## config.mk

```make
export PLATFORM = sky130hd
export DESIGN_NAME = clps_geom
export DESIGN_NICKNAME = d
export VERILOG_FILES = /design/src/rtl/clps_pkg.sv /design/src/rtl/clps_geom.sv
export SDC_FILE = /design/constraint.sdc
export NUM_CORES = 1
export LEC_CHECK = 0
export ABC_AREA = 1
export ABC_CLOCK_PERIOD_IN_PS = 7800
export BUFFER_PORTS_ARGS = -buffer_cell sky130_fd_sc_hd__buf_4
export CORE_MARGIN = 1.5
export CORE_UTILIZATION = 59
export CTS_BUF_LIST = sky130_fd_sc_hd__clkbuf_4
export DETAILED_ROUTE_END_ITERATION = 6
export GPL_ROUTABILITY_DRIVEN = 1
export PLACE_DENSITY = 0.8
export SYNTH_ARGS = -nofsm -noshare
export SYNTH_HDL_FRONTEND = slang
export SYNTH_SLANG_ARGS = --single-unit
export TNS_END_PERCENT = 1
```

## constraint.sdc

```tcl
create_clock -name clk -period 7.8 [get_ports clk]
set_clock_uncertainty 0.15 [all_clocks]
set_input_delay 1.56 -clock clk [delete_from_list [all_inputs] [get_ports clk]]
set_output_delay 1.56 -clock clk [all_outputs]
set_load 0.02 [all_outputs]
```

## src/rtl/clps_pkg.sv

```systemverilog
// Shared types, codes and constants of the cone light pixel shader.
`timescale 1ns / 1ps
`default_nettype none

package clps_pkg;

	// Configuration register indexes
	typedef enum logic [2:0] {
		CFG_INTENSITY = 3'd0,
		CFG_AMBIENT   = 3'd1,
		CFG_FLICKER   = 3'd2,
		CFG_FACING    = 3'd3,
		CFG_LIGHT_COL = 3'd4,
		CFG_LIGHT_ROW = 3'd5,
		CFG_MASK      = 3'd6
	} cfg_idx_e;

	// Cone facing codes
	typedef enum logic [1:0] {
		FACE_EAST  = 2'd0,
		FACE_WEST  = 2'd1,
		FACE_NORTH = 2'd2,
		FACE_SOUTH = 2'd3
	} dir_e;

	// Item command codes
	typedef enum logic {
		CMD_SHADE = 1'b0,
		CMD_LOAD  = 1'b1
	} cmd_e;

	localparam int DEFAULT_TABLE_RADIUS = 127;

	localparam logic [8:0]  UNITY      = 9'd256;
	localparam logic [7:0]  ALPHA      = 8'hFF;
	localparam logic [7:0]  ROUND_HALF = 8'd128;
	localparam logic [15:0] PCT_RECIP  = 16'd41944;   // ceil(2^22 / 100)

	// Register reset values
	localparam int RST_INTENSITY = 85;
	localparam int RST_AMBIENT   = 25;
	localparam int RST_FLICKER   = 256;
	localparam int RST_I256      = RST_INTENSITY * 256 / 100;
	localparam int RST_AMB       = RST_AMBIENT * 256 / 100;
	localparam int RST_K         = RST_I256 * RST_FLICKER / 256;

	// Light terms derived from the configuration registers
	typedef struct packed {
		logic [8:0] k;         // intensity term, 0..256
		logic [8:0] amb;       // ambient floor, 0..256
		logic [8:0] amb_inv;   // 256 - ambient floor
		logic       mask;      // grey mask output
	} terms_t;

	// Shade item sideband travelling beside the table access
	typedef struct packed {
		logic        valid;
		logic        hit;      // offset lies inside the table radius
		logic [23:0] rgb;
	} shade_t;

	// pct * 256 / 100, truncated, by reciprocal multiplication (exact for 7-bit pct)
	function automatic logic [8:0] pct_to_q8(input logic [6:0] pct);
		logic [30:0] prod;
		begin
			prod = 31'({pct, 8'b0}) * 31'(PCT_RECIP);
			return prod[30:22];
		end
	endfunction

endpackage

`default_nettype wire

```

## src/rtl/clps_geom.sv

```systemverilog
// Offset, rotation and table addressing stages of the cone light shader.
`timescale 1ns / 1ps
`default_nettype none

module clps_geom #(
	parameter int TABLE_RADIUS = clps_pkg::DEFAULT_TABLE_RADIUS
) (
	input  wire logic                clk,
	input  wire logic                arst_n,
	input  wire logic                adv,
	input  wire logic                item_take,
	input  wire logic                command,
	input  wire logic [8:0]          pixel_x,
	input  wire logic [7:0]          pixel_y,
	input  wire logic [23:0]         pixel_rgb,
	input  wire logic [7:0]          table_side,
	input  wire logic [7:0]          table_forward,
	input  wire logic [7:0]          table_value,
	input  wire clps_pkg::dir_e      facing,
	input  wire logic signed [9:0]   light_col,
	input  wire logic signed [8:0]   light_row,
	output logic                     wr_en,
	output logic [$clog2((2*TABLE_RADIUS+1)*(2*TABLE_RADIUS+1))-1:0] addr,
	output logic [7:0]               wdata,
	output clps_pkg::shade_t         shade
);

	localparam int TSIZE = 2 * TABLE_RADIUS + 1;
	localparam int IW    = $clog2(TSIZE);
	localparam int AW    = $clog2(TSIZE * TSIZE);
	localparam logic signed [11:0] RAD = 12'(TABLE_RADIUS);

	logic signed [11:0] dx, dy, fwd_n, side_n;
	logic               sv_s1, ld_s1;
	logic signed [11:0] fwd_s1, side_s1;
	logic [23:0]        rgb_s1;
	logic [7:0]         tside_s1, tfwd_s1, tval_s1;

	logic               hit, ld_ok;
	logic signed [11:0] fwd_off, side_off;
	logic [IW-1:0]      row, col;
	logic [AW-1:0]      addr_n;

	logic               sv_s2, wr_s2, hit_s2;
	logic [AW-1:0]      addr_s2;
	logic [7:0]         wdata_s2;
	logic [23:0]        rgb_s2;

	// offset from the anchor, rotated into forward and side
	always_comb begin
		dx = $signed({3'b000, pixel_x}) - $signed({{2{light_col[9]}}, light_col});
		dy = $signed({4'b0000, pixel_y}) - $signed({{3{light_row[8]}}, light_row});
		case (facing)
			clps_pkg::FACE_WEST: begin
				fwd_n  = -dx;
				side_n = dy;
			end
			clps_pkg::FACE_NORTH: begin
				fwd_n  = -dy;
				side_n = dx;
			end
			clps_pkg::FACE_SOUTH: begin
				fwd_n  = dy;
				side_n = dx;
			end
			default: begin
				fwd_n  = dx;
				side_n = dy;
			end
		endcase
	end

	always_ff @(posedge clk or negedge arst_n) begin
		if (!arst_n) begin
			sv_s1 <= 1'b0;
			ld_s1 <= 1'b0;
		end else if (adv) begin
			sv_s1 <= item_take && (command == clps_pkg::CMD_SHADE);
			ld_s1 <= item_take && (command == clps_pkg::CMD_LOAD);
		end
	end

	always_ff @(posedge clk) begin
		if (adv) begin
			fwd_s1   <= fwd_n;
			side_s1  <= side_n;
			rgb_s1   <= pixel_rgb;
			tside_s1 <= table_side;
			tfwd_s1  <= table_forward;
			tval_s1  <= table_value;
		end
	end

	// range check and row-major table address
	always_comb begin
		hit      = (fwd_s1 >= -RAD) && (fwd_s1 <= RAD) && (side_s1 >= -RAD) && (side_s1 <= RAD);
		ld_ok    = (32'(tside_s1) < TSIZE) && (32'(tfwd_s1) < TSIZE);
		fwd_off  = fwd_s1 + RAD;
		side_off = side_s1 + RAD;
		if (ld_s1) begin
			row = IW'(tside_s1);
			col = IW'(tfwd_s1);
		end else if (hit) begin
			row = side_off[IW-1:0];
			col = fwd_off[IW-1:0];
		end else begin
			row = '0;
			col = '0;
		end
		if (ld_s1 && !ld_ok) begin
			row = '0;
			col = '0;
		end
		addr_n = (AW'(row) * AW'(TSIZE)) + AW'(col);
	end

	always_ff @(posedge clk or negedge arst_n) begin
		if (!arst_n) begin
			sv_s2 <= 1'b0;
			wr_s2 <= 1'b0;
		end else if (adv) begin
			sv_s2 <= sv_s1;
			wr_s2 <= ld_s1 && ld_ok;
		end
	end

	always_ff @(posedge clk) begin
		if (adv) begin
			addr_s2  <= addr_n;
			wdata_s2 <= tval_s1;
			hit_s2   <= hit;
			rgb_s2   <= rgb_s1;
		end
	end

	assign wr_en = wr_s2;
	assign addr  = addr_s2;
	assign wdata = wdata_s2;
	assign shade = {sv_s2, hit_s2, rgb_s2};

endmodule

`default_nettype wire

```

==> results of run 1 <==
==> how the worst min path moves through the flow <==
stage,from,to
5_1_grt,tval_s1[1]$_DFFE_PP_,wdata[1]$_DFFE_PP_
6_report,rgb_s1[15]$_DFFE_PP_,rgb_s2[15]$_DFFE_PP_
4_1_cts,rgb_s1[15]$_DFFE_PP_,rgb_s2[15]$_DFFE_PP_
3_3_place_gp,rgb_s1[2]$_DFFE_PP_,rgb_s2[2]$_DFFE_PP_
2_1_floorplan,rgb_s1[0]$_DFFE_PP_,rgb_s2[0]$_DFFE_PP_
3_5_place_dp,rgb_s1[15]$_DFFE_PP_,rgb_s2[15]$_DFFE_PP_
==> power by group through the flow <==
| stage | combinational, mW | clock, mW | sequential [mW] |
|---|---|---|---|
| finish | 1.00 | 0.397 | 0.895 |
| global route | 1.13 | 0.432 | 0.904 |
| CTS | 1.01 | 0.402 | 0.897 |
| detailed placement | 0.991 | 0 | 0.912 |
| global placement | 0.946 | 0 | 0.907 |
| floorplan | 0.653 | 0 | 0.964 |
==> per-layer routing <==
metal / global-route usage / vias to the layer above / wire (um)
met1: 0.2600 / 2785 / 6443
li1: - / 2953 / -
met4: 0.1190 / 0 / 533
met5: 0 / - / 0
met2: 0.4511 / 154 / 8699
met3: 0.03660 / 44 / 653
==> sequential cells by signal, summed over array words and instances (netlist names) <==
name / flops
hit_s2: 1
wdata: 8
tside_s1: 8
tfwd_s1: 8
rgb_s1: 24
tval_s1: 8
addr: 16
side_s1: 11
fwd_s1: 12
sv_s1: 1
ld_s1: 1
rgb_s2: 24
wr_en: 1
sv_s2: 1
==> metrics by stage <==
step,cells,power (mW)
floorplan,808,1.617
global placement,1120,1.853
detailed placement,1120,1.902
CTS,1152,2.306
global route,1153,2.464
finish,1153,2.298
==> worst max-delay path: stages (launching register included) <==
cell and delay [ps]:
sky130_fd_sc_hd__edfxtp_1 370, sky130_fd_sc_hd__inv_1 70, sky130_fd_sc_hd__ha_1 230, sky130_fd_sc_hd__nor3b_2 180
sky130_fd_sc_hd__inv_1 60, sky130_fd_sc_hd__nor3_1 40, sky130_fd_sc_hd__o21ai_1 240, sky130_fd_sc_hd__nand2_4 120
sky130_fd_sc_hd__nor2_8 150, sky130_fd_sc_hd__inv_4 80, sky130_fd_sc_hd__o22ai_2 310, sky130_fd_sc_hd__inv_2 110
sky130_fd_sc_hd__fa_1 460, sky130_fd_sc_hd__fa_1 520, sky130_fd_sc_hd__fa_1 440, sky130_fd_sc_hd__fa_1 550
sky130_fd_sc_hd__inv_1 40, sky130_fd_sc_hd__ha_1 370, sky130_fd_sc_hd__a21o_1 190, sky130_fd_sc_hd__a31oi_1 330
sky130_fd_sc_hd__inv_1 120, sky130_fd_sc_hd__a21boi_1 210, sky130_fd_sc_hd__nor2_1 80, sky130_fd_sc_hd__nor2_1 120
sky130_fd_sc_hd__xnor2_1 70
==> kinds of logic after synthesis <==
logic type                 after synthesis  share of synthesized area
DFF                                    124                     0.4602
adders and majority gates               98                     0.1859
AOI/OAI and AO/OA                       78                    0.06328
and+or+nand+nor                        296                     0.1724
buffers and inverters                  184                    0.08768
xor gates and xnor gates                28                    0.03047
==> Yosys cell counts (2+ instances only) <==
master	instances	area share
sky130_fd_sc_hd__inv_1	170	0.079
sky130_fd_sc_hd__nand2_1	159	0.074
sky130_fd_sc_hd__edfxtp_1	120	0.45
sky130_fd_sc_hd__ha_1	62	0.096
sky130_fd_sc_hd__nand3_1	42	0.026
sky130_fd_sc_hd__fa_1	36	0.090
sky130_fd_sc_hd__nor2_1	36	0.017
sky130_fd_sc_hd__a21oi_1	21	0.013
sky130_fd_sc_hd__o21ai_0	20	0.012
sky130_fd_sc_hd__xor2_1	15	0.016
sky130_fd_sc_hd__xnor2_1	13	0.014
sky130_fd_sc_hd__nand2_2	11	0.0086
sky130_fd_sc_hd__nand4_1	11	0.0086
sky130_fd_sc_hd__nor3_1	8	0.0050
sky130_fd_sc_hd__o21ai_1	7	0.0044
sky130_fd_sc_hd__nand3b_1	6	0.0056
sky130_fd_sc_hd__o22ai_2	6	0.0093
sky130_fd_sc_hd__a22oi_1	4	0.0037
sky130_fd_sc_hd__dfrtp_1	4	0.012
sky130_fd_sc_hd__inv_2	4	0.0019
sky130_fd_sc_hd__nand2_4	4	0.0056
sky130_fd_sc_hd__nand3_2	4	0.0050
sky130_fd_sc_hd__nor2_2	4	0.0031
sky130_fd_sc_hd__a21o_1	3	0.0028
sky130_fd_sc_hd__o2111ai_1	3	0.0033
sky130_fd_sc_hd__a31oi_1	2	0.0016
sky130_fd_sc_hd__buf_4	2	0.0019
sky130_fd_sc_hd__clkbuf_1	2	0.00093
sky130_fd_sc_hd__clkinv_1	2	0.00093
sky130_fd_sc_hd__inv_4	2	0.0016
sky130_fd_sc_hd__nor3_2	2	0.0025
sky130_fd_sc_hd__nor4_1	2	0.0016
sky130_fd_sc_hd__o21bai_1	2	0.0019
sky130_fd_sc_hd__o22ai_1	2	0.0016
sky130_fd_sc_hd__or2_1	2	0.0016
==> layout make-up <==
cell class	instances	share of cell area
Multi-Input combinational cell	500	0.3810
Inverter	178	0.07048
Clock buffer	18	0.01415
Timing Repair Buffer	142	0.1116
Tap cell	176	0.02306
Antenna cell	1	0.0002620
Sequential cell	124	0.3878
Clock inverter	14	0.01166
==> results_tabular.tex, run 1 <==
\begin{tabular}{lr}
\hline
Metric & Value \\
\hline
\multicolumn{2}{l}{\textbf{Setup path}} \\
Required time at the worst-slack endpoint & 7950 ps \\
CP Capture Point & addr[13]\$\_DFFE\_PP\_ \\
Critical Path Source & side\_s1[0]\$\_DFFE\_PP\_ \\
R2r endpoint & addr[13]\$\_DFFE\_PP\_ \\
Crit. End Element & flip-flop \\
Worst-path maximum fanout & 9 \\
Worst Reg2Reg Path Length in Cells & 24 \\
Critical path class & flip-flop to flip-flop \\
Slack of the worst reg-to-reg path & 1940 ps \\
Critical Path Source Type & flip-flop \\
WP data arrival & 6010 ps \\
Reg2Reg Launch Point & side\_s1[0]\$\_DFFE\_PP\_ \\
\multicolumn{2}{l}{\textbf{Logic synthesis}} \\
Unique masters post-synth & 50 \\
Fraction of synthesis flops using an asynchronous set or reset pin & 0.03226 \\
Number of nets produced by synthesis & 997 \\
Most used flip-flop cell after synthesis & sky130\_fd\_sc\_hd\_\_edfxtp\_1 \\
Yosys warnings & 0 \\
Number of enable-type register cells in the synthesized netlist & 120 \\
Register area share after synthesis & 0.4602 \\
Mapped cell area & 0.008048 mm2 \\
Flops \& latches, synth & 124 \\
Average cell area after synthesis & 9.960 um2 \\
Mapped Cells & 808 \\
\multicolumn{2}{l}{\textbf{Cells and area}} \\
Fraction of the core area covered by cells at the end of the flow & 0.7183 \\
Total area of sequential cells & 0.003704 mm2 \\
Commonest non-fill, non-tap cells in the layout & sky130\_fd\_sc\_hd\_\_inv\_1, sky130\_fd\_sc\_hd\_\_nand2\_1, sky130\_fd\_sc\_hd\_\_buf\_4 \\
Proportion of layout cells with a drive suffix above 1 & 0.2234 \\
Nets & 1,152 \\
Commonest non-fill, non-tap cell in the layout & sky130\_fd\_sc\_hd\_\_inv\_1 \\
Finished Cell Area & 0.009550 mm2 \\
Area of combinational cells with multiple inputs & 0.003638 mm2 \\
Count of filler cells inserted in the layout & 1,004 \\
Relative area change from synthesis to final layout & 18.67\% \\
\multicolumn{2}{l}{\textbf{Power and ir drop}} \\
Share of total power in combinational logic & 0.437 \\
Clock Power Share & 0.173 \\
Switching share of power & 0.3911 \\
P per Cell Area & 240.6 mW/mm2 \\
Peak supply drop & 0.0001488 V \\
Reported net switching power & 0.8987 mW \\
Seq pwr share & 0.390 \\
Leakage power figure & 4.649 nW \\
Internal Dissipation & 1.399 mW \\
\multicolumn{2}{l}{\textbf{Clock network}} \\
Post-CTS Setup Inserts & 0 \\
CTS tree & done \\
Post-CTS resize count & 0 \\
Later-pin clock latency in the skew report & 540 ps \\
Clock tree root driver cell & sky130\_fd\_sc\_hd\_\_clkbuf\_4 \\
Clock transition time at the flip-flop clock pins of the worst setup and hold paths & 130 ps \\
CTS Hold Buffers Added & 0 \\
TritonCTS Sinks & 124 \\
Longest Clk Path Bufs & 2 \\
TritonCTS buffer count & 17 \\
Count of H-tree levels built during CTS & 4 \\
\multicolumn{2}{l}{\textbf{GRT}} \\
Via count of the first global-routing pass & 6,000 \\
Largest net degree at the start of global routing & 84 \\
Overall routing resource usage & 0.2394 \\
First-pass GRT wire length & 26.86 mm \\
Total global routing overflow & 0 \\
Initial antenna violation count & 1 \\
\multicolumn{2}{l}{\textbf{Timing}} \\
Setup TNS & 0 ps \\
Worst Slack Setup Final & 1939 ps \\
Period utilization & 0.7514 \\
Finish-stage setup viols & 0 \\
Headroom to the max-slew limit & 0.3309 \\
Post-layout minimum cycle time & 5861 ps \\
Count of final hold-check violations & 0 \\
Number of slew-limit violations in the final report & 0 \\
Min Hold Slack & 253.8 ps \\
Transition time at the pin with the least slew margin & 1004 ps \\
Unrepaired setup endpoints after global routing & false \\
Maximum clock rate & 170.6 MHz \\
\multicolumn{2}{l}{\textbf{Floorplanning}} \\
Die Height & 119.8 um \\
Total Die Area & 0.01435 mm2 \\
\# IOs & 142 \\
Starting density of the core & 0.6053 \\
Die span in x & 119.8 um \\
Area of the placeable core & 0.01330 mm2 \\
Site Rows & 42 \\
\multicolumn{2}{l}{\textbf{Placed design}} \\
Post-place instance area & 0.009301 mm2 \\
Post-Place Worst Slack & 1968 ps \\
IO Port Bufs & 141 \\
HPWL reported at the end of detailed placement & 13.03 mm \\
Final GP Congestion & 0.9430 \\
\multicolumn{2}{l}{\textbf{Detailed routing}} \\
Routed WL per cell & 14.16 um \\
Via count & 5,936 \\
Antenna Violating Nets Remaining & 0 \\
Routed via count divided by cell count & 5.148 \\
Total wire length & 16.33 mm \\
DR iter-0 viols & 245 \\
First-pass detailed-route iteration total & 5 \\
Remaining design rule violation count & 0 \\
\multicolumn{2}{l}{\textbf{Min path}} \\
Number of stages on the worst hold path & 0 \\
Worst min path class & flip-flop to flip-flop \\
\multicolumn{2}{l}{\textbf{Status}} \\
Result of the run & finished, final reports clean \\
\multicolumn{2}{l}{\textbf{Flow run}} \\
Max-cap violation count & 0 \\
\hline
\end{tabular}
(Power assumes the default switching activity.)
==> inputs of run 2 (changes only) <==
Settings changed: ABC_CLOCK_PERIOD_IN_PS 7800 to 5700.
Clock period 7.8 ns to 5.7 ns, I/O delays scaled along.
==> results_tabular.tex, run 2 (synthesis gave the netlist of run 1 again) <==
\begin{tabular}{lr}
\hline
Metric & Value \\
\hline
\multicolumn{2}{l}{\textbf{Setup path}} \\
Highest-delay cell along the critical path & sky130\_fd\_sc\_hd\_\_fa\_1 \\
Worst-path maximum fanout & 9 (unchanged) \\
Crit. End Element & flip-flop \\
Worst path max stage delay & 560 ps (about the same) \\
Critical Path Source Type & flip-flop \\
Critical path's most frequent cell & sky130\_fd\_sc\_hd\_\_inv\_1 \\
WP data arrival & 5780 ps (-230 ps) \\
Required time at the worst-slack endpoint & 5860 ps (-2090 ps) \\
Critical path class & flip-flop to flip-flop \\
\multicolumn{2}{l}{\textbf{GRT}} \\
Largest net degree at the start of global routing & 53 (-37\%) \\
Total global routing overflow & 0 (unchanged) \\
Overall routing resource usage & 0.2447 (+0.005340) \\
First-pass GRT wire length & 27.10 mm (+0.87\%) \\
Via count of the first global-routing pass & 5,917 (-1.4\%) \\
Initial antenna violation count & 1 (unchanged) \\
\multicolumn{2}{l}{\textbf{Placed design}} \\
Post-place instance area & 0.009331 mm2 (+0.32\%) \\
Final GP Congestion & 0.9831 (+4.3\%) \\
IO Port Bufs & 141 (unchanged) \\
HPWL reported at the end of detailed placement & 13.40 mm (+2.8\%) \\
\multicolumn{2}{l}{\textbf{Power and ir drop}} \\
Final total power & 3.606 mW (+57\%) \\
Peak supply drop & 0.0002556 V (+72\%) \\
Leakage power figure & 4.776 nW (+2.7\%) \\
P per Cell Area & 363.2 mW/mm2 (+51\%) \\
\multicolumn{2}{l}{\textbf{Detailed routing}} \\
First-pass detailed-route iteration total & 7 (+2) \\
Remaining design rule violation count & 2 (+2) \\
Routed WL per cell & 15.64 um (+10\%) \\
Routed via count divided by cell count & 5.298 (+2.9\%) \\
Via count & 6,215 (+4.7\%) \\
Highest signal layer in the routed design & met4 \\
Met2 Routed Length & 9.710 mm (+12\%) \\
Length of routed met3 wiring & 940 um (+44\%) \\
Routed metal-1 wire length & 6.862 mm (+6.5\%) \\
Antenna Violating Nets Remaining & 0 (unchanged) \\
Total wire length & 18.34 mm (+12\%) \\
DR iter-0 viols & 454 (+85\%) \\
\multicolumn{2}{l}{\textbf{Floorplanning}} \\
Site Rows & 42 (unchanged) \\
Total Die Area & 0.01435 mm2 (unchanged) \\
Starting density of the core & 0.6053 (unchanged) \\
\# IOs & 142 (unchanged) \\
Die span in x & 119.8 um (unchanged) \\
Die Height & 119.8 um (unchanged) \\
Area of the placeable core & 0.01330 mm2 (unchanged) \\
\multicolumn{2}{l}{\textbf{Clock network}} \\
Clock tree root driver cell & sky130\_fd\_sc\_hd\_\_clkbuf\_4 \\
Clock transition time at the flip-flop clock pins of the worst setup and hold paths & 130 ps (about the same) \\
Count of H-tree levels built during CTS & 4 (unchanged) \\
TritonCTS Sinks & 124 (unchanged) \\
CTS Hold Buffers Added & 0 (unchanged) \\
TritonCTS buffer count & 17 (unchanged) \\
Later-pin clock latency in the skew report & 550 ps (about the same) \\
Longest Clk Path Bufs & 2 (unchanged) \\
CTS tree & done \\
\multicolumn{2}{l}{\textbf{Cells and area}} \\
Count of filler cells inserted in the layout & 910 (-9.4\%) \\
Fraction of the core area covered by cells at the end of the flow & 0.7469 (+0.02861) \\
Proportion of layout cells with a drive suffix above 1 & 0.2610 (+0.03768) \\
Commonest non-fill, non-tap cells in the layout & sky130\_fd\_sc\_hd\_\_inv\_1, sky130\_fd\_sc\_hd\_\_buf\_4, sky130\_fd\_sc\_hd\_\_nand2\_1 \\
Commonest non-fill, non-tap cell in the layout & sky130\_fd\_sc\_hd\_\_inv\_1 \\
Nets & 1,172 (+1.7\%) \\
Finished Cell Area & 0.009931 mm2 (+4.0\%) \\
Relative area change from synthesis to final layout & 23.40\% \\
\multicolumn{2}{l}{\textbf{Timing}} \\
Post-layout minimum cycle time & 5613 ps (-248.6 ps) \\
Finish-stage setup viols & 0 (unchanged) \\
Maximum clock rate & 178.2 MHz (+4.4\%) \\
Transition time at the pin with the least slew margin & 631.2 ps (-372.5 ps) \\
Setup TNS & 0 ps (unchanged) \\
Headroom to the max-slew limit & 0.5792 (+0.2483) \\
Count of final hold-check violations & 0 (unchanged) \\
Period utilization & 0.9847 (+0.2332) \\
Number of slew-limit violations in the final report & 0 (unchanged) \\
\multicolumn{2}{l}{\textbf{Status}} \\
Result of the run & finished, violations left \\
Failing checks & DRC \\
\multicolumn{2}{l}{\textbf{Min path}} \\
Worst min path class & input port to async pin \\
\multicolumn{2}{l}{\textbf{Flow run}} \\
Max-cap violation count & 0 (unchanged) \\
\hline
\end{tabular}
-- run 2: through the flow --
stage                     worst slack (ps)  hold slack [ps]  instances
after floorplan                      214.5            250.3        808
after global placement               98.37            250.3       1124
after detailed placement            -145.3            254.5       1124
after CTS                           -21.15            176.1       1156
after global routing                -170.6            165.8       1173
final                                87.36            207.8       1173
-- run 2: power by group --
group	switching, mW	leakage, nW	internal [mW]
clock	0.379	0.161	0.276
combinational	1.02	3.39	0.707
sequential	0.0490	1.23	1.18
-- run 2: critical path: cells and delay by family, from the launching register on --
kind,cells,cell delay (ps)
and+or+nand+nor,7,780
xor gates and xnor gates,1,90
buffers and inverters,8,570
adders and majority gates,6,2620
AOI/OAI and AO/OA,4,810
DFF,1,360
-- run 2: cell type report --
cell class	instances	area (um2)	share of cell area
sequential	124	3704	0.3729
multi-input combinational	500	3807	0.3834
antenna	1	2.502	0.0002520
clock inverter	15	172.7	0.01739
tap	176	220.2	0.02217
clock buffer	17	127.6	0.01285
timing repair buffer	162	1216	0.1225
inverter	178	680.7	0.06854
-- run 2: timing repair --
action,4_1_cts,5_1_grt
endpoints found under the hold margin,0,0
resized for setup,8,30
pin swaps,1,11
setup buffers,0,16
setup endpoints to repair,4,7
gates cloned,0,0
-- run 2: path summary, 6_finish.rpt --
check / start / end / slack, ps / cells past startpoint
max in group asynchronous: arst_n / wr_en$_DFFE_PN0P_ / 5080 / 1
min in group clk: rgb_s1[11]$_DFFE_PP_ / rgb_s2[11]$_DFFE_PP_ / 270 / 0
worst min register to register: rgb_s1[11]$_DFFE_PP_ / rgb_s2[11]$_DFFE_PP_ / 270 / 0
worst min-delay path: arst_n / sv_s1$_DFFE_PN0P_ / 210 / 1
worst max-delay path: side_s1[0]$_DFFE_PP_ / addr[13]$_DFFE_PP_ / 90 / 26
worst max register to register: side_s1[0]$_DFFE_PP_ / addr[13]$_DFFE_PP_ / 90 / 26
-- run 2: per-layer routing --
layer | GRT usage | up-vias
met5 | 0 | -
met4 | 0.1190 | 0
met3 | 0.04800 | 70
met2 | 0.4591 | 241
met1 | 0.2617 | 2897
li1 | - | 3007
